### config.mk
export PLATFORM = sky130hd
export DESIGN_NAME = dda_line_rasterizer_wrap_flat
export DESIGN_NICKNAME = d
export VERILOG_FILES = /design/src/rtl/dlrw_pkg.sv /design/src/rtl/dlrw_ifs.sv /design/src/rtl/dlrw_div.sv /design/src/rtl/dlrw_dp.sv /design/src/rtl/dlrw_ctrl.sv /design/src/rtl/dda_line_rasterizer_wrap.sv /design/src/flat_wrapper.sv
export VERILOG_INCLUDE_DIRS = /design/src /design/src/rtl
export SDC_FILE = /design/constraint.sdc
export NUM_CORES = 1
export LEC_CHECK = 0
export ABC_AREA = 1
export BUFFER_PORTS_ARGS = -buffer_cell sky130_fd_sc_hd__buf_2
export CELL_PAD_IN_SITES_DETAIL_PLACEMENT = 0
export CELL_PAD_IN_SITES_GLOBAL_PLACEMENT = 1
export CORE_MARGIN = 2
export CORE_UTILIZATION = 48
export CTS_CLUSTER_SIZE = 8
export DETAILED_ROUTE_END_ITERATION = 16
export GPL_TIMING_DRIVEN = 0
export HOLD_SLACK_MARGIN = 0.03
export PLACE_DENSITY = 0.83
export SLEW_MARGIN = 20
export SYNTH_ARGS = -nofsm -noshare
export SYNTH_HDL_FRONTEND = slang
export SYNTH_SLANG_ARGS = --single-unit
### constraint.sdc
create_clock -name clk -period 10.53 [get_ports clk]
set_input_delay 1.053 -clock clk [delete_from_list [all_inputs] [get_ports clk]]
set_output_delay 1.053 -clock clk [all_outputs]
set_load 0.01 [all_outputs]
### src/rtl/assert_macros.svh
// Assertion macros shared by the line rasterizer RTL.
`ifndef ASSERT_MACROS_SVH
`define ASSERT_MACROS_SVH
`ifndef SYNTHESIS
// Check a property on every rising edge outside reset.
`define ASSERT_DIS(label, clk, rst, prop, msg) \
  label: assert property (@(posedge clk) disable iff (rst) (prop)) else $error(msg);
// Check that one condition implies another in the same cycle.
`define ASSERT_IMPLIES(label, clk, rst, ante, cons, msg) \
  label: assert property (@(posedge clk) disable iff (rst) (ante) |-> (cons)) else $error(msg);
`else
`define ASSERT_DIS(label, clk, rst, prop, msg)
`define ASSERT_IMPLIES(label, clk, rst, ante, cons, msg)
`endif
`endif

### src/rtl/dlrw_pkg.sv
// Shared types and constants of the wrapping line rasterizer.
`timescale 1ns / 1ps
package dlrw_pkg;
  localparam int CFG_W = 13;
  localparam int PIX_W = 12;
  localparam logic [CFG_W-1:0] WIDTH_RESET = 13'd1024;
  localparam logic [CFG_W-1:0] WIDTH_MAX   = 13'd4096;

  localparam logic REQ_LOAD = 1'b0;
  localparam logic REQ_STEP = 1'b1;

  typedef enum logic [1:0] {
    OP_DIVX = 2'd0,
    OP_DIVY = 2'd1,
    OP_MOD  = 2'd2
  } div_op_t;

  typedef struct packed {
    logic    load;
    logic    step;
    logic    div_start;
    div_op_t div_op;
  } ctrl_cmd_t;

  typedef struct packed {
    logic line_active;
    logic steps_one;
    logic div_busy;
    logic div_done;
    logic out_room;
  } dp_status_t;

  typedef struct packed {
    logic [PIX_W-1:0] x;
    logic [PIX_W-1:0] y;
    logic             last;
  } pix_t;
endpackage

### src/rtl/dlrw_ifs.sv
// Request and pixel channel interfaces.
`timescale 1ns / 1ps
interface dlrw_req_if #(parameter int COORD_BITS = 12) ();
  logic                  valid;
  logic                  ready;
  logic                  req_type;
  logic [COORD_BITS-1:0] start_x;
  logic [COORD_BITS-1:0] start_y;
  logic [COORD_BITS-1:0] end_x;
  logic [COORD_BITS-1:0] end_y;

  modport source (output valid, req_type, start_x, start_y, end_x, end_y, input ready);
  modport sink   (input valid, req_type, start_x, start_y, end_x, end_y, output ready);
endinterface

interface dlrw_pix_if ();
  import dlrw_pkg::*;
  logic             valid;
  logic             ready;
  logic [PIX_W-1:0] pixel_x;
  logic [PIX_W-1:0] pixel_y;
  logic             last_pixel;

  modport source (output valid, pixel_x, pixel_y, last_pixel, input ready);
  modport sink   (input valid, pixel_x, pixel_y, last_pixel, output ready);
endinterface

### src/rtl/dlrw_div.sv
// Iterative restoring divider, one quotient bit per cycle.
`timescale 1ns / 1ps
module dlrw_div #(
  parameter int NW = 30,
  parameter int VW = 13
) (
  input  logic          clk,
  input  logic          rst,
  input  logic          start,
  input  logic [NW-1:0] dividend,
  input  logic [VW-1:0] divisor,
  output logic          busy,
  output logic          done,
  output logic [NW-1:0] quot,
  output logic [VW-1:0] rem
);
  localparam int CNT_W = $clog2(NW + 1);

  logic [NW-1:0]    q;
  logic [VW:0]      r;
  logic [VW-1:0]    d;
  logic [CNT_W-1:0] cnt;
  logic [VW:0]      r_sh;
  logic [VW:0]      r_sub;
  logic             take;

  assign r_sh  = {r[VW-1:0], q[NW-1]};
  assign r_sub = r_sh - {1'b0, d};
  assign take  = (r_sh >= {1'b0, d});

  always_ff @(posedge clk) begin
    if (rst) begin
      busy <= 1'b0;
      done <= 1'b0;
      cnt  <= '0;
    end else begin
      done <= 1'b0;
      if (start) begin
        busy <= 1'b1;
        cnt  <= CNT_W'(NW);
      end else if (busy) begin
        cnt <= cnt - CNT_W'(1);
        if (cnt == CNT_W'(1)) begin
          busy <= 1'b0;
          done <= 1'b1;
        end
      end
    end
  end

  always_ff @(posedge clk) begin
    if (start) begin
      q <= dividend;
      r <= '0;
      d <= divisor;
    end else if (busy) begin
      q <= {q[NW-2:0], take};
      r <= take ? r_sub : r_sh;
    end
  end

  assign quot = q;
  assign rem  = r[VW-1:0];
endmodule

### src/rtl/dlrw_dp.sv
// Datapath: span choice, fixed-point position, column wrap and output buffer.
`timescale 1ns / 1ps
module dlrw_dp #(
  parameter int COORD_BITS = 12,
  parameter int FRAC_BITS  = 16
) (
  input  logic                         clk,
  input  logic                         rst,
  input  dlrw_pkg::ctrl_cmd_t          cmd,
  output dlrw_pkg::dp_status_t         status,
  input  logic [COORD_BITS-1:0]        start_x,
  input  logic [COORD_BITS-1:0]        start_y,
  input  logic [COORD_BITS-1:0]        end_x,
  input  logic [COORD_BITS-1:0]        end_y,
  input  logic                         cfg_we,
  input  logic [dlrw_pkg::CFG_W-1:0]   cfg_data,
  output logic                         out_valid,
  input  logic                         out_ready,
  output dlrw_pkg::pix_t               out_pix
);
  import dlrw_pkg::*;

  localparam int C  = COORD_BITS;
  localparam int F  = FRAC_BITS;
  localparam int M  = (C > CFG_W) ? C : CFG_W;
  localparam int DW = M + 2;
  localparam int IW = DW;
  localparam int PW = IW + F;
  localparam int SW = F + 2;
  localparam int TW = CFG_W + 2;
  localparam int NW_FIX = C + F + 2;
  localparam int NW_MOD = M + 1;
  localparam int NW = (NW_FIX > NW_MOD) ? NW_FIX : NW_MOD;
  localparam int VW = (C + 1 > CFG_W) ? C + 1 : CFG_W;

  function automatic logic [DW-1:0] abs_d(input logic signed [DW-1:0] v);
    abs_d = v[DW-1] ? DW'(-v) : DW'(v);
  endfunction

  // Round half away from zero to whole pixels.
  function automatic logic signed [IW-1:0] round_pos(input logic signed [PW-1:0] v);
    logic [PW-1:0] mag;
    logic [PW-1:0] sum;
    logic [IW-1:0] r;
    mag = v[PW-1] ? PW'(-v) : PW'(v);
    sum = mag + (PW'(1) << (F - 1));
    r   = sum[PW-1:F];
    round_pos = v[PW-1] ? signed'(-r) : signed'(r);
  endfunction

  function automatic logic signed [TW-1:0] wrap_once(input logic signed [TW-1:0] t,
                                                     input logic signed [TW-1:0] w);
    if (t < 0) begin
      wrap_once = t + w;
    end else if (t >= w) begin
      wrap_once = t - w;
    end else begin
      wrap_once = t;
    end
  endfunction

  // Canvas width register and its clamped value.
  logic [CFG_W-1:0] width_reg;
  logic [CFG_W-1:0] weff;

  always_ff @(posedge clk) begin
    if (rst) begin
      width_reg <= WIDTH_RESET;
    end else if (cfg_we) begin
      width_reg <= cfg_data;
    end
  end

  assign weff = (width_reg == '0) ? CFG_W'(1) :
                (width_reg > WIDTH_MAX) ? WIDTH_MAX : width_reg;

  // Span selection on load.
  logic signed [DW-1:0] x1s, y1s, x2s, y2s, ws;
  logic signed [DW-1:0] dx_d, dy_d, wdx, wx1, dx_sel, x1_sel;
  logic [DW-1:0]        adx, ady, smax;

  always_comb begin
    x1s  = signed'(DW'(start_x));
    y1s  = signed'(DW'(start_y));
    x2s  = signed'(DW'(end_x));
    y2s  = signed'(DW'(end_y));
    ws   = signed'(DW'(weff));
    dx_d = x2s - x1s;
    dy_d = y2s - y1s;
    if (x1s <= x2s) begin
      wx1 = x1s;
      wdx = x2s - ws - x1s;
    end else begin
      wx1 = x1s - ws;
      wdx = x2s - wx1;
    end
    if (abs_d(wdx) <= abs_d(dx_d)) begin
      dx_sel = wdx;
      x1_sel = wx1;
    end else begin
      dx_sel = dx_d;
      x1_sel = x1s;
    end
    adx  = abs_d(dx_sel);
    ady  = abs_d(dy_d);
    smax = (adx > ady) ? adx : ady;
  end

  // Line state.
  logic signed [PW-1:0] pos_x, pos_y;
  logic signed [IW-1:0] rx, ry;
  logic [CFG_W-1:0]     mx;
  logic signed [SW-1:0] step_x, step_y;
  logic [C-1:0]         steps_left;
  logic [C-1:0]         s_r;
  logic [C-1:0]         sx_mag, sy_mag;
  logic                 sx_neg, sy_neg;
  logic                 line_active;

  assign line_active = (steps_left != '0);

  // Shared divider: step increments and the column reduction.
  logic          div_busy, div_done;
  logic [NW-1:0] div_dividend, div_quot;
  logic [VW-1:0] div_divisor, div_rem;
  div_op_t       cur_op;
  logic [C-1:0]  num_mag;

  always_comb begin
    num_mag = (cmd.div_op == OP_DIVY) ? sy_mag : sx_mag;
    unique case (cmd.div_op)
      OP_DIVX, OP_DIVY: begin
        div_dividend = (NW'(num_mag) << (F + 1)) + NW'(s_r);
        div_divisor  = VW'(s_r) << 1;
      end
      OP_MOD: begin
        div_dividend = NW'(rx[IW-1] ? IW'(-rx) : IW'(rx));
        div_divisor  = VW'(weff);
      end
      default: begin
        div_dividend = '0;
        div_divisor  = VW'(1);
      end
    endcase
  end

  dlrw_div #(.NW(NW), .VW(VW)) u_div (
    .clk      (clk),
    .rst      (rst),
    .start    (cmd.div_start),
    .dividend (div_dividend),
    .divisor  (div_divisor),
    .busy     (div_busy),
    .done     (div_done),
    .quot     (div_quot),
    .rem      (div_rem)
  );

  logic signed [SW-1:0] q_fix;
  logic [CFG_W-1:0]     r_mod;

  assign q_fix = signed'({1'b0, div_quot[F:0]});
  assign r_mod = div_rem[CFG_W-1:0];

  // Per-pixel advance.
  logic                 push;
  logic signed [PW-1:0] pos_x_n, pos_y_n;
  logic signed [IW-1:0] rx_n, ry_n, d_x;
  logic signed [TW-1:0] t0, t1, t2, w_t;
  pix_t                 pix_new;

  assign push = cmd.step && line_active;

  always_comb begin
    pos_x_n = pos_x + {{(PW-SW){step_x[SW-1]}}, step_x};
    pos_y_n = pos_y + {{(PW-SW){step_y[SW-1]}}, step_y};
    rx_n    = round_pos(pos_x_n);
    ry_n    = round_pos(pos_y_n);
    d_x     = rx_n - rx;
    w_t     = signed'(TW'(weff));
    t0      = signed'(TW'(mx)) + signed'(d_x[TW-1:0]);
    t1      = wrap_once(t0, w_t);
    t2      = wrap_once(t1, w_t);
    pix_new.x    = mx[PIX_W-1:0];
    pix_new.y    = ry[PIX_W-1:0];
    pix_new.last = (steps_left == C'(1));
  end

  always_ff @(posedge clk) begin
    if (rst) begin
      steps_left <= '0;
    end else if (cmd.load) begin
      steps_left <= smax[C-1:0];
    end else if (push) begin
      steps_left <= steps_left - C'(1);
    end
  end

  always_ff @(posedge clk) begin
    if (cmd.load) begin
      s_r    <= smax[C-1:0];
      sx_neg <= dx_sel[DW-1];
      sy_neg <= dy_d[DW-1];
      sx_mag <= adx[C-1:0];
      sy_mag <= ady[C-1:0];
      pos_x  <= {x1_sel, {F{1'b0}}};
      pos_y  <= {y1s, {F{1'b0}}};
      rx     <= x1_sel;
      ry     <= y1s;
    end else if (push) begin
      pos_x <= pos_x_n;
      pos_y <= pos_y_n;
      rx    <= rx_n;
      ry    <= ry_n;
      mx    <= t2[CFG_W-1:0];
    end
    if (cmd.div_start) begin
      cur_op <= cmd.div_op;
    end
    if (div_done) begin
      unique case (cur_op)
        OP_DIVX: step_x <= sx_neg ? -q_fix : q_fix;
        OP_DIVY: step_y <= sy_neg ? -q_fix : q_fix;
        OP_MOD:  mx     <= (rx[IW-1] && r_mod != '0) ? weff - r_mod : r_mod;
        default: ;
      endcase
    end
  end

  // Two-entry output buffer.
  logic [1:0] cnt;
  logic       pop;
  pix_t       ent0, ent1;

  assign pop = (cnt != 2'd0) && out_ready;

  always_ff @(posedge clk) begin
    if (rst) begin
      cnt <= 2'd0;
    end else if (push && !pop) begin
      cnt <= cnt + 2'd1;
    end else if (pop && !push) begin
      cnt <= cnt - 2'd1;
    end
  end

  always_ff @(posedge clk) begin
    if (pop) begin
      if (cnt == 2'd2) begin
        ent0 <= ent1;
      end else if (push) begin
        ent0 <= pix_new;
      end
    end else if (push) begin
      if (cnt == 2'd0) begin
        ent0 <= pix_new;
      end else begin
        ent1 <= pix_new;
      end
    end
  end

  assign out_valid = (cnt != 2'd0);
  assign out_pix   = ent0;

  assign status.line_active = line_active;
  assign status.steps_one   = (steps_left == C'(1));
  assign status.div_busy    = div_busy;
  assign status.div_done    = div_done;
  assign status.out_room    = (cnt != 2'd2);
endmodule

### src/rtl/dlrw_ctrl.sv
// Controller: request acceptance and divider sequencing.
`timescale 1ns / 1ps
module dlrw_ctrl (
  input  logic                 clk,
  input  logic                 rst,
  input  logic                 in_valid,
  input  logic                 req_type,
  output logic                 in_ready,
  input  logic                 cfg_we,
  input  dlrw_pkg::dp_status_t status,
  output dlrw_pkg::ctrl_cmd_t  cmd
);
  import dlrw_pkg::*;

  typedef enum logic [4:0] {
    S_IDLE  = 5'b00001,
    S_SETUP = 5'b00010,
    S_DIVX  = 5'b00100,
    S_DIVY  = 5'b01000,
    S_REMOD = 5'b10000
  } state_t;

  state_t state, state_next;
  logic   pending, pending_next;

  always_comb begin
    state_next   = state;
    pending_next = pending | cfg_we;
    cmd          = '0;
    in_ready     = 1'b0;
    unique case (state)
      S_IDLE: begin
        if (pending) begin
          // width changed: redo the column reduction before the next pixel
          if (status.line_active) begin
            cmd.div_start = 1'b1;
            cmd.div_op    = OP_MOD;
            state_next    = S_REMOD;
          end else begin
            pending_next = cfg_we;
          end
        end else begin
          in_ready = status.out_room;
          if (in_valid && status.out_room) begin
            if (req_type == REQ_LOAD) begin
              cmd.load   = 1'b1;
              state_next = S_SETUP;
            end else begin
              cmd.step = 1'b1;
            end
          end
        end
      end
      S_SETUP: begin
        if (status.line_active) begin
          cmd.div_start = 1'b1;
          cmd.div_op    = OP_DIVX;
          state_next    = S_DIVX;
        end else begin
          state_next = S_IDLE;
        end
      end
      S_DIVX: begin
        if (status.div_done) begin
          cmd.div_start = 1'b1;
          cmd.div_op    = OP_DIVY;
          state_next    = S_DIVY;
        end
      end
      S_DIVY: begin
        if (status.div_done) begin
          cmd.div_start = 1'b1;
          cmd.div_op    = OP_MOD;
          state_next    = S_REMOD;
        end
      end
      S_REMOD: begin
        if (status.div_done) begin
          pending_next = cfg_we;
          state_next   = S_IDLE;
        end
      end
      default: begin
        state_next = S_IDLE;
      end
    endcase
  end

  always_ff @(posedge clk) begin
    if (rst) begin
      state   <= S_IDLE;
      pending <= 1'b0;
    end else begin
      state   <= state_next;
      pending <= pending_next;
    end
  end
endmodule

### src/rtl/dda_line_rasterizer_wrap.sv
// Top level of the horizontally wrapping DDA line rasterizer.
//
//  channel | dir | transaction                       | payload
//  --------+-----+-----------------------------------+------------------------------------
//  req     | in  | load a line or ask for one pixel  | req_type, start_x/y, end_x/y
//  pix     | out | one rasterized pixel              | pixel_x, pixel_y, last_pixel
//  cfg     | in  | write canvas width (no read-back) | cfg_we, cfg_data
//
// A step transaction yields one pixel into a two-entry output buffer while a line is active;
// steps can follow every cycle while the buffer has room and no load or width write is pending.
// A load runs the shared one-bit-per-cycle divider for step x, step y and the column modulo
// in turn, unless the loaded line has no steps.
// A width write holds req while the divider redoes the column modulo with a line active,
// and only while its pending flag clears with no line active.
// Reset is synchronous: width returns to 1024, no line is active, the buffer empties.
// A stalled pix channel holds its data; req stalls while the buffer is full, during a
// load and after a width write.
`timescale 1ns / 1ps
`include "assert_macros.svh"
module dda_line_rasterizer_wrap #(
  parameter int COORD_BITS = 12,
  parameter int FRAC_BITS  = 16
) (
  input  logic                       clk,
  input  logic                       rst,
  dlrw_req_if.sink                   req,
  dlrw_pix_if.source                 pix,
  input  logic                       cfg_we,
  input  logic [dlrw_pkg::CFG_W-1:0] cfg_data
);
  import dlrw_pkg::*;

  ctrl_cmd_t  cmd;
  dp_status_t status;
  pix_t       out_pix;
  logic       out_valid;

  // Sequence loads, steps and divider runs.
  dlrw_ctrl u_ctrl (
    .clk      (clk),
    .rst      (rst),
    .in_valid (req.valid),
    .req_type (req.req_type),
    .in_ready (req.ready),
    .cfg_we   (cfg_we),
    .status   (status),
    .cmd      (cmd)
  );

  // Hold line state, advance the position, buffer the pixels.
  dlrw_dp #(
    .COORD_BITS (COORD_BITS),
    .FRAC_BITS  (FRAC_BITS)
  ) u_dp (
    .clk       (clk),
    .rst       (rst),
    .cmd       (cmd),
    .status    (status),
    .start_x   (req.start_x),
    .start_y   (req.start_y),
    .end_x     (req.end_x),
    .end_y     (req.end_y),
    .cfg_we    (cfg_we),
    .cfg_data  (cfg_data),
    .out_valid (out_valid),
    .out_ready (pix.ready),
    .out_pix   (out_pix)
  );

  // Drive the pixel channel straight from the head of the buffer.
  assign pix.valid      = out_valid;
  assign pix.pixel_x    = out_pix.x;
  assign pix.pixel_y    = out_pix.y;
  assign pix.last_pixel = out_pix.last;

  `ASSERT_IMPLIES(a_no_restart, clk, rst, cmd.div_start, !status.div_busy, "divider restarted while busy")
  `ASSERT_IMPLIES(a_ready_quiet, clk, rst, req.ready, !status.div_busy, "request ready during a divide")
  `ASSERT_DIS(a_last_ends, clk, rst, (cmd.step && status.line_active && status.steps_one) |=> !status.line_active, "line still active after last pixel")
  `ASSERT_DIS(a_push_shows, clk, rst, (cmd.step && status.line_active) |=> pix.valid, "emitted pixel not presented")
endmodule
### src/flat_wrapper.sv
// flat-port wrapper written by rule: the top's interface ports become plain ports
module dda_line_rasterizer_wrap_flat import dlrw_pkg::*;
#(
  parameter int COORD_BITS = 12,
  parameter int FRAC_BITS  = 16
)
  (clk, rst, cfg_we, cfg_data, req_valid, req_req_type, req_start_x, req_start_y, req_end_x, req_end_y, req_ready, pix_valid, pix_pixel_x, pix_pixel_y, pix_last_pixel, pix_ready);
  dlrw_req_if #(.COORD_BITS(COORD_BITS)) req_i ();
  dlrw_pix_if pix_i ();
  input  logic clk;
  input  logic rst;
  input  logic cfg_we;
  input  logic [dlrw_pkg::CFG_W-1:0] cfg_data;
  input wire logic [$bits(req_i.valid)-1:0] req_valid;
  input wire logic [$bits(req_i.req_type)-1:0] req_req_type;
  input wire logic [$bits(req_i.start_x)-1:0] req_start_x;
  input wire logic [$bits(req_i.start_y)-1:0] req_start_y;
  input wire logic [$bits(req_i.end_x)-1:0] req_end_x;
  input wire logic [$bits(req_i.end_y)-1:0] req_end_y;
  output wire logic [$bits(req_i.ready)-1:0] req_ready;
  output wire logic [$bits(pix_i.valid)-1:0] pix_valid;
  output wire logic [$bits(pix_i.pixel_x)-1:0] pix_pixel_x;
  output wire logic [$bits(pix_i.pixel_y)-1:0] pix_pixel_y;
  output wire logic [$bits(pix_i.last_pixel)-1:0] pix_last_pixel;
  input wire logic [$bits(pix_i.ready)-1:0] pix_ready;
  assign req_i.valid = req_valid;
  assign req_i.req_type = req_req_type;
  assign req_i.start_x = req_start_x;
  assign req_i.start_y = req_start_y;
  assign req_i.end_x = req_end_x;
  assign req_i.end_y = req_end_y;
  assign req_ready = req_i.ready;
  assign pix_valid = pix_i.valid;
  assign pix_pixel_x = pix_i.pixel_x;
  assign pix_pixel_y = pix_i.pixel_y;
  assign pix_last_pixel = pix_i.last_pixel;
  assign pix_i.ready = pix_ready;
  dda_line_rasterizer_wrap #(.COORD_BITS(COORD_BITS), .FRAC_BITS(FRAC_BITS)) u_core (.clk(clk), .rst(rst), .req(req_i), .pix(pix_i), .cfg_we(cfg_we), .cfg_data(cfg_data));
endmodule
### After elaboration in Yosys (flattened, before gate mapping)

Index checks and enable logic that the tools add are counted.

* input port bits: 67
* bits in writable memories: 0
* register bits after elaboration: 324
* output and inout bits: 27
* word-level logic and storage cells: 211
* memory bits (read-only): 0
* memories kept: 0
* bits in latches: 0

* mux-type cells: 82
* shift operators: 0
* bitwise operators: 4
* magnitude comparators: 9
* div/mod/pow operators: 0
* eq/ne operators: 19
* reductions and logical operators: 29
* add/subtract/negate cells: 33
* $mul: 0

Operators with widths (number)
* 15-bit 2-to-1 mux: 13
* 13-bit 2-to-1 mux: 10
* 25-bit 2-to-1 mux: 5
* 31-bit 2-to-1 mux: 3
* 30-bit 2-to-1 mux: 3
* 12-bit 2-to-1 mux: 7
* 28-bit 2-to-1 mux: 3
* 31-bit adder: 2
* 15-bit negation: 4
* 30-bit one-hot mux with 2 select lines: 1
* 5-bit 2-to-1 mux: 9
* 13-bit subtractor: 3
* 17-bit 2-to-1 mux: 2
* 31-bit by 16-bit adder with 31-bit output, second input constant: 1
* 31-bit negation: 1
* 29-bit by 12-bit adder with 30-bit output: 1
* 15-bit by 14-bit >= comparator with 1-bit output: 2
* 15-bit by 1-bit < comparator with 1-bit output, second input constant: 2
* 13-bit negation with 15-bit output: 2
* 28-bit by 16-bit adder with 28-bit output, second input constant: 1
* 28-bit negation: 1
* 12-bit by 13-bit subtractor with 14-bit output: 2
* 13-bit one-hot mux with 2 select lines: 1
* 12-bit by 12-bit subtractor with 13-bit output: 2
* 48 further kinds: 95

### Logic depth before layout (Yosys ltp)

Gate-level depths: netlist of run 1.

* depth after elaboration: 18
* depth in mapped cells: 73
* depth with buffers taken out: 73

### Cells and area by module

From an unflattened synthesis of run 1, not the netlist that was laid out.

* cell total of the unflattened synthesis: 4146
* area total of the unflattened synthesis: 29811.1 um2

By module, submodules not included
* dlrw_dp: area each 25796.0 um2, times used 1, cells an instance 3624
* dlrw_div: area each 3560.9 um2, times used 1, cells an instance 450
* dlrw_ctrl: area each 454.2 um2, times used 1, cells an instance 72

### Worst setup path after synthesis of run 1

No wires, ideal clock.

* kind: flip-flop to flip-flop
* start point: reg u_core.u_dp.step_x[17]
* end point: reg u_core.u_dp.mx[1]
* stages on the path, launching flop included: 64
* setup time: 118 ps
* path buffers: 3
* path slack: 864 ps
* arrival time: 9548 ps
* required time: 10412 ps
* cell sequence: edfxtp_1 > ha_1 > nand2_1 > nor2_1 > inv_1 > nor3_2 > nand4_1 > nand3b_1 > nand2_2 > buf_6 > nand2_1 > nand2_1 > nand2_1 > inv_1 > ha_1 > or2_2 > nand2_1 > ha_1 > (+28 left out) > a21oi_1 > o31ai_1 > a21oi_1 > o21bai_1 > nand3_1 > nand2_1 > nand3_1 > nand2_1 > a21oi_1 > o21bai_1 > a221o_1 > a21oi_1 > nand3_4 > nor2_4 > buf_6 > nand2_1 > nand3b_1 > a21oi_1

* cells in the longest elaborated chain, start to end: 18
* elaborated cells between the ends (all ways): 24
* classes of those cells: add/sub: 10; order compare: 4; mux: 10

Ends and longest elaborated chain
* start, declared: RTL line dlrw_dp.sv:113 `logic signed [SW-1:0] step_x, step_y;`
* start signal, assigned: RTL line dlrw_dp.sv:222 `OP_DIVX: step_x <= sx_neg ? -q_fix : q_fix;`
* 31-bit adder (*): RTL line dlrw_dp.sv:175 `pos_x_n = pos_x + {{(PW-SW){step_x[SW-1]}}, step_x};`
* 31-bit negation: RTL line dlrw_dp.sv:45 `mag = v[PW-1] ? PW'(-v) : PW'(v);`
* 31-bit 2-to-1 mux: RTL line dlrw_dp.sv:45
* 31-bit by 16-bit adder with 31-bit output: RTL line dlrw_dp.sv:46 `sum = mag + (PW'(1) << (F - 1));`
* 15-bit negation: RTL line dlrw_dp.sv:48 `round_pos = v[PW-1] ? signed'(-r) : signed'(r);`
* 15-bit 2-to-1 mux (*): RTL line dlrw_dp.sv:48
* 15-bit subtractor (*): RTL line dlrw_dp.sv:179 `d_x = rx_n - rx;`
* 14-bit by 15-bit adder with 15-bit output (*): RTL line dlrw_dp.sv:181 `t0 = signed'(TW'(mx)) + signed'(d_x[TW-1:0]);`
* (+2 left out)
* 15-bit 2-to-1 mux (*): RTL line dlrw_dp.sv:53 `if (t < 0) begin`
* 13-bit subtractor / 15-bit by 14-bit >= comparator with 1-bit output (equally long branches): RTL line dlrw_dp.sv:56, dlrw_dp.sv:55
* 13-bit 2-to-1 mux: RTL line dlrw_dp.sv:55 `end else if (t >= w) begin`
* 13-bit 2-to-1 mux (*): RTL line dlrw_dp.sv:53
* 13-bit 2-to-1 mux (*): RTL line dlrw_dp.sv:210 `end else if (push) begin`
* 13-bit 2-to-1 mux (*): RTL line dlrw_dp.sv:200 `if (cmd.load) begin`
* 13-bit 2-to-1 mux: RTL line dlrw_dp.sv:221 `unique case (cur_op)`
* 13-bit 2-to-1 mux (*): RTL line dlrw_dp.sv:220 `if (div_done) begin`
* end signal, assigned: RTL line dlrw_dp.sv:215 `mx <= t2[CFG_W-1:0];`
* end signal, assigned: RTL line dlrw_dp.sv:224 `OP_MOD: mx <= (rx[IW-1] && r_mod != '0) ? weff - r_mod : r_mod;`
* end, declared: RTL line dlrw_dp.sv:112 `logic [CFG_W-1:0] mx;`

Every way passes the cells marked *; elsewhere a longest branch is shown, timed or not.
A chain may end at the register's enable or synchronous reset.

### Worst setup path after layout of run 1

* start point: reg u_core.u_dp.step_x[17]
* end point: reg u_core.u_dp.mx[12]

Same word-level chain as after synthesis.

==> key figures, run 1 <==
Job
  – Max cap viols: 0

Clock network
  – Clk root buf: clkbuf_16
  – Clock sink count: 324
  – Skew-Pair Late Insertion Delay: between 0.5 and 0.6 ns
  – Max H-tree Level: 2
  – TritonCTS Buffers: 47
  – Worst-path clk slew: 0.06 ns
  – TritonCTS clock tree: done
  – CTS Buffer Depth: 3
  – # hold bufs at CTS: 0

Hold path
  – Tightest Hold Check Type: reg2reg

Critical path
  – Startpoint types: flop
  – Req. time, crit path: between 10 and 15 ns
  – CP max stage delay: about 0.61 ns
  – Crit-path leading delay family: simple AND/OR/NAND/NOR gates
  – Buf+Inv Stages, Crit Path: 12
  – Critical path capture point type: flop
  – CP most frequent cell: a21oi_2
  – CP Class: reg2reg
  – Crit Path Max Fanout: 10
  – Critical path's slowest cell: fa_2
  – CP arrival: 10.67 ns
  – FF-to-FF setup slack: ~0.38 ns

Yosys
  – Top post-synthesis cells by count: nand2_1 (931), inv_1 (602), o21ai_0 (293), a21oi_1 (286), ha_1 (270)
  – #FFs+latches synth: about 320
  – Asr flop ratio synth: 0%
  – Mapped Cells: 4011
  – Synth Warn #: 0
  – Area leader, netlist: edfxtp_1
  – Mean post-synth cell area: 7.29 µm²
  – Yosys top cell area share: 22.9%
  – Count leader, synth: nand2_1
  – Register area share after synthesis: around 30%
  – Post-synth cell types: 69
  – Post-Syn Area: 29200 µm²
  – Most common flop cell mapped by yosys: edfxtp_1
  – Synth top area cells: edfxtp_1 (23%), nand2_1 (12%), ha_1 (12%)
  – EDFF count, synth: 223

Placement
  – DP Wirelength: 76.5 mm
  – Setup WS pre-CTS: -1.82 ns
  – Port bufs: 92
  – GP Congestion: just under 1

Timing
  – Period Utilization, post-route: 96.4%
  – Max Transition Viols Final: 0
  – Setup ws final: roughly 0.38 ns
  – Max_slew headroom: between 20% and 30%
  – Setup Total Neg Slack: 0 ns
  – Min Hold Slack: 0.441 ns
  – Slew @ Worst Pin: approximately 1.1 ns
  – Final Skew: 0.0290 ns
  – Setup violators final: 0
  – FMAX: just under 100 MHz
  – Fin crit period: a little over 10 ns
  – Final Hold Viols: 0

Floorplan
  – I/O Pins: 94
  – CORE AREA: between 60000 and 70000 µm²
  – Die area: roughly 63000 µm²
  – Die Y: between 200 and 300 µm
  – Row cnt: 90
  – Initial Utilization: roughly 49%
  – Die W: between 200 and 300 µm

Routing
  – DRT Pass-1 Iters: 7
  – Met3 WL post-DR: between 5 and 6 mm
  – Met1 wire length: roughly 42 mm
  – Remaining routing DRC violations: 0
  – WL/cell: ~19 µm
  – DR vias: 27570
  – Top Layer Used: met4
  – Via/cell ratio: 5.44
  – Routed wl met2: 44.4 mm
  – WL final: 95.8 mm
  – ANT nets after route: 0
  – Iter 0 DRT Violations: roughly 2400

Global routing
  – Pin count of the biggest net entering global routing: 48
  – Total GRT Usage: roughly 30%
  – First-pass GRT wire length: approximately 150 mm
  – Grt ovf: 0
  – Initial antenna violation count: 2
  – Vias in the first global route: 25900

Finish
  – Synth-to-Final Area Change: 16.8%
  – Fin util: 56.7%
  – Ratio of cells with drive above 1 in the final layout: roughly 14%
  – Ant. Diodes: 0
  – Nets: 4610

Run status
  – Outcome: complete, no violations
==> timing repair <==
| action | CTS | global route |
|---|---|---|
| setup buffers | 20 | 64 |
| gates resized for setup | 96 | 227 |
| endpoints found under the setup margin | 37 | 37 |
| pin swaps | 16 | 80 |
| endpoints found under the hold margin | 0 | 0 |
| gates cloned | 0 | 3 |
==> layer usage <==
layer,vias to the layer above,GRT usage (%)
met5,-,0
met4,0,8.64
met3,156,3.82
met2,778,49.7
met1,12822,40.2
li1,13814,-
==> path summary, 6_finish.rpt <==
check,startpoint,end,cells past startpoint
setup / recovery,u_core.u_dp.step_x[17]$_SDFFCE_PN0P_,u_core.u_dp.mx[12]$_DFF_P_,70
hold reg to reg,u_core.u_dp.ry[8]$_DFFE_PP_,u_core.u_dp.ent1[9]$_DFFE_PP_,0
hold / removal,u_core.u_dp.ry[8]$_DFFE_PP_,u_core.u_dp.ent1[9]$_DFFE_PP_,0
setup reg to reg,u_core.u_dp.step_x[17]$_SDFFCE_PN0P_,u_core.u_dp.mx[12]$_DFF_P_,70
==> cells in the final DEF (no fill, tap or decap), types with 12 or more instances in the layout <==
master / Yosys / final
dfxtp_1: 101 / 101
buf_4: 2 / 84
mux2_2: 21 / 20
nor3_1: 56 / 52
a21oi_2: 8 / 26
xnor2_1: 54 / 52
ha_4: 0 / 30
inv_2: 17 / 32
edfxtp_1: 223 / 223
nor2_4: 7 / 18
o21ai_0: 293 / 258
o21ai_1: 8 / 26
clkbuf_16: 0 / 50
o211ai_1: 27 / 27
nor2_1: 245 / 217
o21ai_2: 1 / 14
xor2_1: 186 / 170
nand4_1: 61 / 61
nand2_2: 30 / 58
or2_2: 20 / 19
o31ai_1: 18 / 17
nand3b_1: 20 / 20
nor4_1: 15 / 12
nand3_1: 215 / 206
o22ai_1: 15 / 15
nand2_1: 931 / 897
nor2_2: 10 / 27
xor2_2: 1 / 16
fa_1: 27 / 23
a31oi_1: 18 / 16
o21bai_1: 51 / 42
a21oi_1: 286 / 266
buf_2: 6 / 100
nand3_2: 9 / 17
inv_1: 602 / 579
ha_1: 270 / 229
clkbuf_1: 61 / 84
==> worst register-to-register path, delay by kind of cell, from the launching register on <==
kind	cells	cell delay (ns)
AO/OA/AOI/OAI	19	2.80
XOR/XNOR	2	0.47
adder cells (fa/ha/maj)	7	1.92
buffers and inverters	12	1.51
flip-flops	1	0.35
AND/OR/NAND/NOR	30	3.07
==> stage by stage <==
step | cell area, µm² | std cells
after floorplan | 29300 | 4015
after global placement | 30700 | 4889
after detailed placement | 30800 | 4894
after CTS | 32700 | 4999
after global routing | 34200 | 5065
final | 34200 | 5065
==> layout make-up <==
| cell class | instances | area [µm²] |
|---|---|---|
| inverter | 629 | 2390 |
| multi-input combinational | 2987 | 19100 |
| fill | 5845 | 26100 |
| buffer | 73 | 347 |
| clock buffer | 83 | 1350 |
| timing repair buffer | 184 | 1230 |
| sequential | 324 | 8720 |
| clock inverter | 3 | 30.0 |
| tap | 782 | 978 |
==> kinds of logic (layout without fill, tap and decap cells) <==
kind of cell    count (synthesis)  count (layout)  share of synthesized area [%]
simple gates                 1644            1644                           24.5
compound gates                772             772                           14.8
buf+inv                       704             972                           9.17
flops                         324             324                           29.8
fa+ha+maj                     297             297                           13.4
xor+xnor                      242             242                           7.30
mux                            26              26                          0.980
other cells                     2               6                         0.0257
Power of run 1 is left out: the tool's default activity adds up to more than one toggle a clock period on the data nets, which glitch-free logic cannot reach.
==> run 2: changes to the inputs <==
--- a/config.mk
+++ b/config.mk
@@ -11,12 +11,12 @@
 export CELL_PAD_IN_SITES_DETAIL_PLACEMENT = 0
 export CELL_PAD_IN_SITES_GLOBAL_PLACEMENT = 1
 export CORE_MARGIN = 2
-export CORE_UTILIZATION = 48
+export CORE_UTILIZATION = 43
 export CTS_CLUSTER_SIZE = 8
 export DETAILED_ROUTE_END_ITERATION = 16
 export GPL_TIMING_DRIVEN = 0
 export HOLD_SLACK_MARGIN = 0.03
-export PLACE_DENSITY = 0.83
+export PLACE_DENSITY = 0.78
 export SLEW_MARGIN = 20
 export SYNTH_ARGS = -nofsm -noshare
 export SYNTH_HDL_FRONTEND = slang
==> constraint.sdc (replaced) <==
create_clock -name clk -period 8.65 [get_ports clk]
set_input_delay 0.865 -clock clk [delete_from_list [all_inputs] [get_ports clk]]
set_output_delay 0.865 -clock clk [all_outputs]
set_load 0.01 [all_outputs]
==> run 2 against run 1 <==
  * The run now ends with negative setup slack left
  * Setup slack lost 1.6 ns
  * Worst hold slack is essentially flat
  * Cell count grew 5.0%
  * Cell area grew 8.7%
  * Die area grew 11%
  * Clock skew shrank 0.0092 ns
  * Wire length grew 7.6%
  * Largest cell class unchanged
==> key figures, run 2 (synthesis gave the netlist of run 1 again) <==
Finish
  – Nets: 4779 (was 4610)
  – Filler cell count: 6317 (was 5845)
  – Synth-to-Final Area Change: 27.0% (was 16.8%)
  – Commonest cells after routing, fill and taps aside: nand2_1 (832), inv_1 (544), o21ai_0 (242), a21oi_1 (236), buf_4 (236) (was nand2_1 (897), inv_1 (579), a21oi_1 (266), o21ai_0 (258), ha_1 (229))
  – Ratio of cells with drive above 1 in the final layout: 22.9% (was 14.2%)
  – Commonest non-fill, non-tap cell in the layout: nand2_1 (unchanged)

Clock network
  – TritonCTS clock tree: done (unchanged)
  – CTS Buffer Depth: 3 (unchanged)
  – TritonCTS Buffers: 47 (unchanged)
  – Clock sink count: 324 (unchanged)
  – Skew-Pair Late Insertion Delay: 0.59 ns (about the same)
  – Clk root buf: clkbuf_16 (unchanged)
  – Worst-path clk slew: 0.05 ns (was 0.06 ns)
  – # hold bufs at CTS: 0 (unchanged)
  – Max H-tree Level: 2 (unchanged)

Timing
  – Setup Total Neg Slack: -19.68 ns (was 0 ns)
  – Slew @ Worst Pin: 1.04 ns (was 1.05 ns)
  – Final Hold Viols: 0 (unchanged)
  – Period Utilization, post-route: 114% (was 96.4%)
  – Final Skew: 0.0198 ns (was 0.0290 ns)
  – Unrepaired setup endpoints after global routing: yes
  – Setup ws final: -1.21 ns (was 0.376 ns)
  – FMAX: 101 MHz (was 98.5 MHz)
  – Setup violators final: 36 (was 0)
  – Fin crit period: 9.86 ns (was 10.15 ns)
  – Max_slew headroom: 30.5% (was 29.2%)
  – Max Transition Viols Final: 0 (unchanged)

Critical path
  – CP Class: reg2reg (unchanged)
  – Reg2reg start: u_core.u_dp.step_x[17]$_SDFFCE_PN0P_ (unchanged)
  – Crit Path Max Fanout: 7 (was 10)
  – Startpoint types: flop (unchanged)
  – RR Endpoint: u_core.u_dp.mx[5]$_DFF_P_ (was u_core.u_dp.mx[12]$_DFF_P_)
  – Critical path's slowest cell: edfxtp_1 (was fa_2)
  – CP max stage delay: 0.50 ns (was 0.61 ns)
  – CP arrival: 10.37 ns (was 10.67 ns)
  – Req. time, crit path: 9.16 ns (was 11.05 ns)
  – Critical path capture point type: flop (unchanged)
  – FF-to-FF setup slack: -1.21 ns (was 0.38 ns)
  – CP most frequent cell: buf_4 (was a21oi_2)
  – R2R depth: 66 (was 70)

Placement
  – GP Congestion: 0.950 (was 0.976)
  – DP Wirelength: 78.9 mm (was 76.5 mm)
  – Port bufs: 92 (unchanged)

Floorplan
  – CORE AREA: 67300 µm² (was 60200 µm²)
  – Row cnt: 95 (was 90)
  – Die area: 70100 µm² (was 62900 µm²)
  – Initial Utilization: 43.5% (was 48.5%)
  – Die W: 265 µm (was 251 µm)
  – Die Y: 265 µm (was 251 µm)
  – I/O Pins: 94 (unchanged)

Routing
  – ANT nets after route: 0 (unchanged)
  – Met3 WL post-DR: 5.13 mm (was 5.55 mm)
  – WL final: 103 mm (was 95.8 mm)
  – DR vias: 28642 (was 27570)
  – Top Layer Used: met5 (was met4)
  – Met1 wire length: 44.8 mm (was 42.5 mm)
  – DRT Pass-1 Iters: 6 (was 7)
  – Routed wl met2: 49.3 mm (was 44.4 mm)
  – Via/cell ratio: 5.38 (was 5.44)
  – WL/cell: 19.4 µm (was 18.9 µm)
  – Remaining routing DRC violations: 0 (unchanged)
  – Iter 0 DRT Violations: 1812 (was 2377)

Job
  – Max cap viols: 0 (unchanged)

Hold path
  – Hold_sp: u_core.u_dp.ry[9]$_DFFE_PP_ (was u_core.u_dp.ry[8]$_DFFE_PP_)
  – Tightest Hold Check Type: reg2reg (unchanged)
  – Hold endpoint: u_core.u_dp.ent1[10]$_DFFE_PP_ (was u_core.u_dp.ent1[9]$_DFFE_PP_)
  – Hold Path Stages: 0 (unchanged)

Run status
  – Failing checks: negative setup slack
  – Outcome: finished, violations left (was complete, no violations)

Global routing
  – Grt ovf: 0 (unchanged)
  – Total GRT Usage: 28.3% (was 29.7%)
  – Pin count of the biggest net entering global routing: 55 (was 48)
  – Vias in the first global route: 27306 (was 25900)
  – First-pass GRT wire length: 154 mm (was 146 mm)
  – Initial antenna violation count: 2 (unchanged)
==> run 2: worst max path at each step <==
stage | from | endpoint | slack (ns) | cells after the start
after global routing | u_core.u_dp.step_x[0]$_DFFE_PP_ | u_core.u_dp.mx[7]$_DFF_P_ | -1.67 | 66
final | u_core.u_dp.step_x[17]$_SDFFCE_PN0P_ | u_core.u_dp.mx[5]$_DFF_P_ | -1.21 | 66
after detailed placement | u_core.u_dp.width_reg[12]$_SDFFE_PP0P_ | u_core.u_dp.steps_left[11]$_SDFFE_PP0P_ | -2.60 | 50
after CTS | u_core.u_dp.step_x[0]$_DFFE_PP_ | u_core.u_dp.mx[5]$_DFF_P_ | -0.86 | 67
after floorplan | u_core.u_dp.step_x[17]$_SDFFCE_PN0P_ | u_core.u_dp.mx[1]$_DFF_P_ | -0.57 | 64
after global placement | u_core.u_dp.width_reg[12]$_SDFFE_PP0P_ | u_core.u_dp.steps_left[11]$_SDFFE_PP0P_ | -2.66 | 50
==> run 2: repair_timing <==
action / 4_1_cts / 5_1_grt
setup buffers: 194 / 54
pin swaps: 140 / 155
resized for setup: 380 / 251
cloned: 4 / 1
setup endpoints to repair: 78 / 42
==> run 2: area by class of cell <==
| type | count | area [µm²] | area share, % |
|---|---|---|---|
| inverters | 629 | 2410 | 6.49 |
| well taps | 873 | 1090 | 2.94 |
| repair buffers | 351 | 2600 | 6.99 |
| diodes | 1 | 2.50 | 0.00674 |
| multi-input cells | 2988 | 20600 | 55.4 |
| clock inverters | 5 | 62.6 | 0.168 |
| plain buffers | 74 | 378 | 1.02 |
| clock buffers | 75 | 1300 | 3.51 |
| flip-flops and latches | 324 | 8720 | 23.5 |
==> run 2: per-layer routing <==
layer	global-route usage, %	vias to the layer above
met4	9.62	2
met5	0	-
met3	3.64	183
met2	48.6	741
met1	36.7	13538
li1	-	14178
==> run 2: worst max-delay path: cells and delay by family (launching register included) <==
| kind | cells | cell delay [ns] |
|---|---|---|
| AOI/OAI and AO/OA | 11 | 1.82 |
| xor gates and xnor gates | 2 | 0.38 |
| adders and majority gates | 7 | 2.13 |
| buffers and inverters | 20 | 2.31 |
| DFF | 1 | 0.50 |
| and+or+nand+nor | 26 | 2.59 |
==> run 2: through the flow <==
| stage | cells | utilization [%] | area (µm²) | hold WS [ns] | setup WS, ns |
|---|---|---|---|---|---|
| floorplan | 4015 | - | 29500 | 0.420 | -0.572 |
| global placement | 4980 | 46.1 | 31000 | 0.430 | -2.66 |
| detailed placement | 4988 | 46.4 | 31200 | 0.433 | -2.60 |
| CTS | 5265 | 53.0 | 35600 | 0.445 | -0.855 |
| global route | 5320 | 55.2 | 37100 | 0.463 | -1.67 |
| finish | 5320 | 55.2 | 37100 | 0.441 | -1.21 |
Power of run 2 is left out for the same reason.
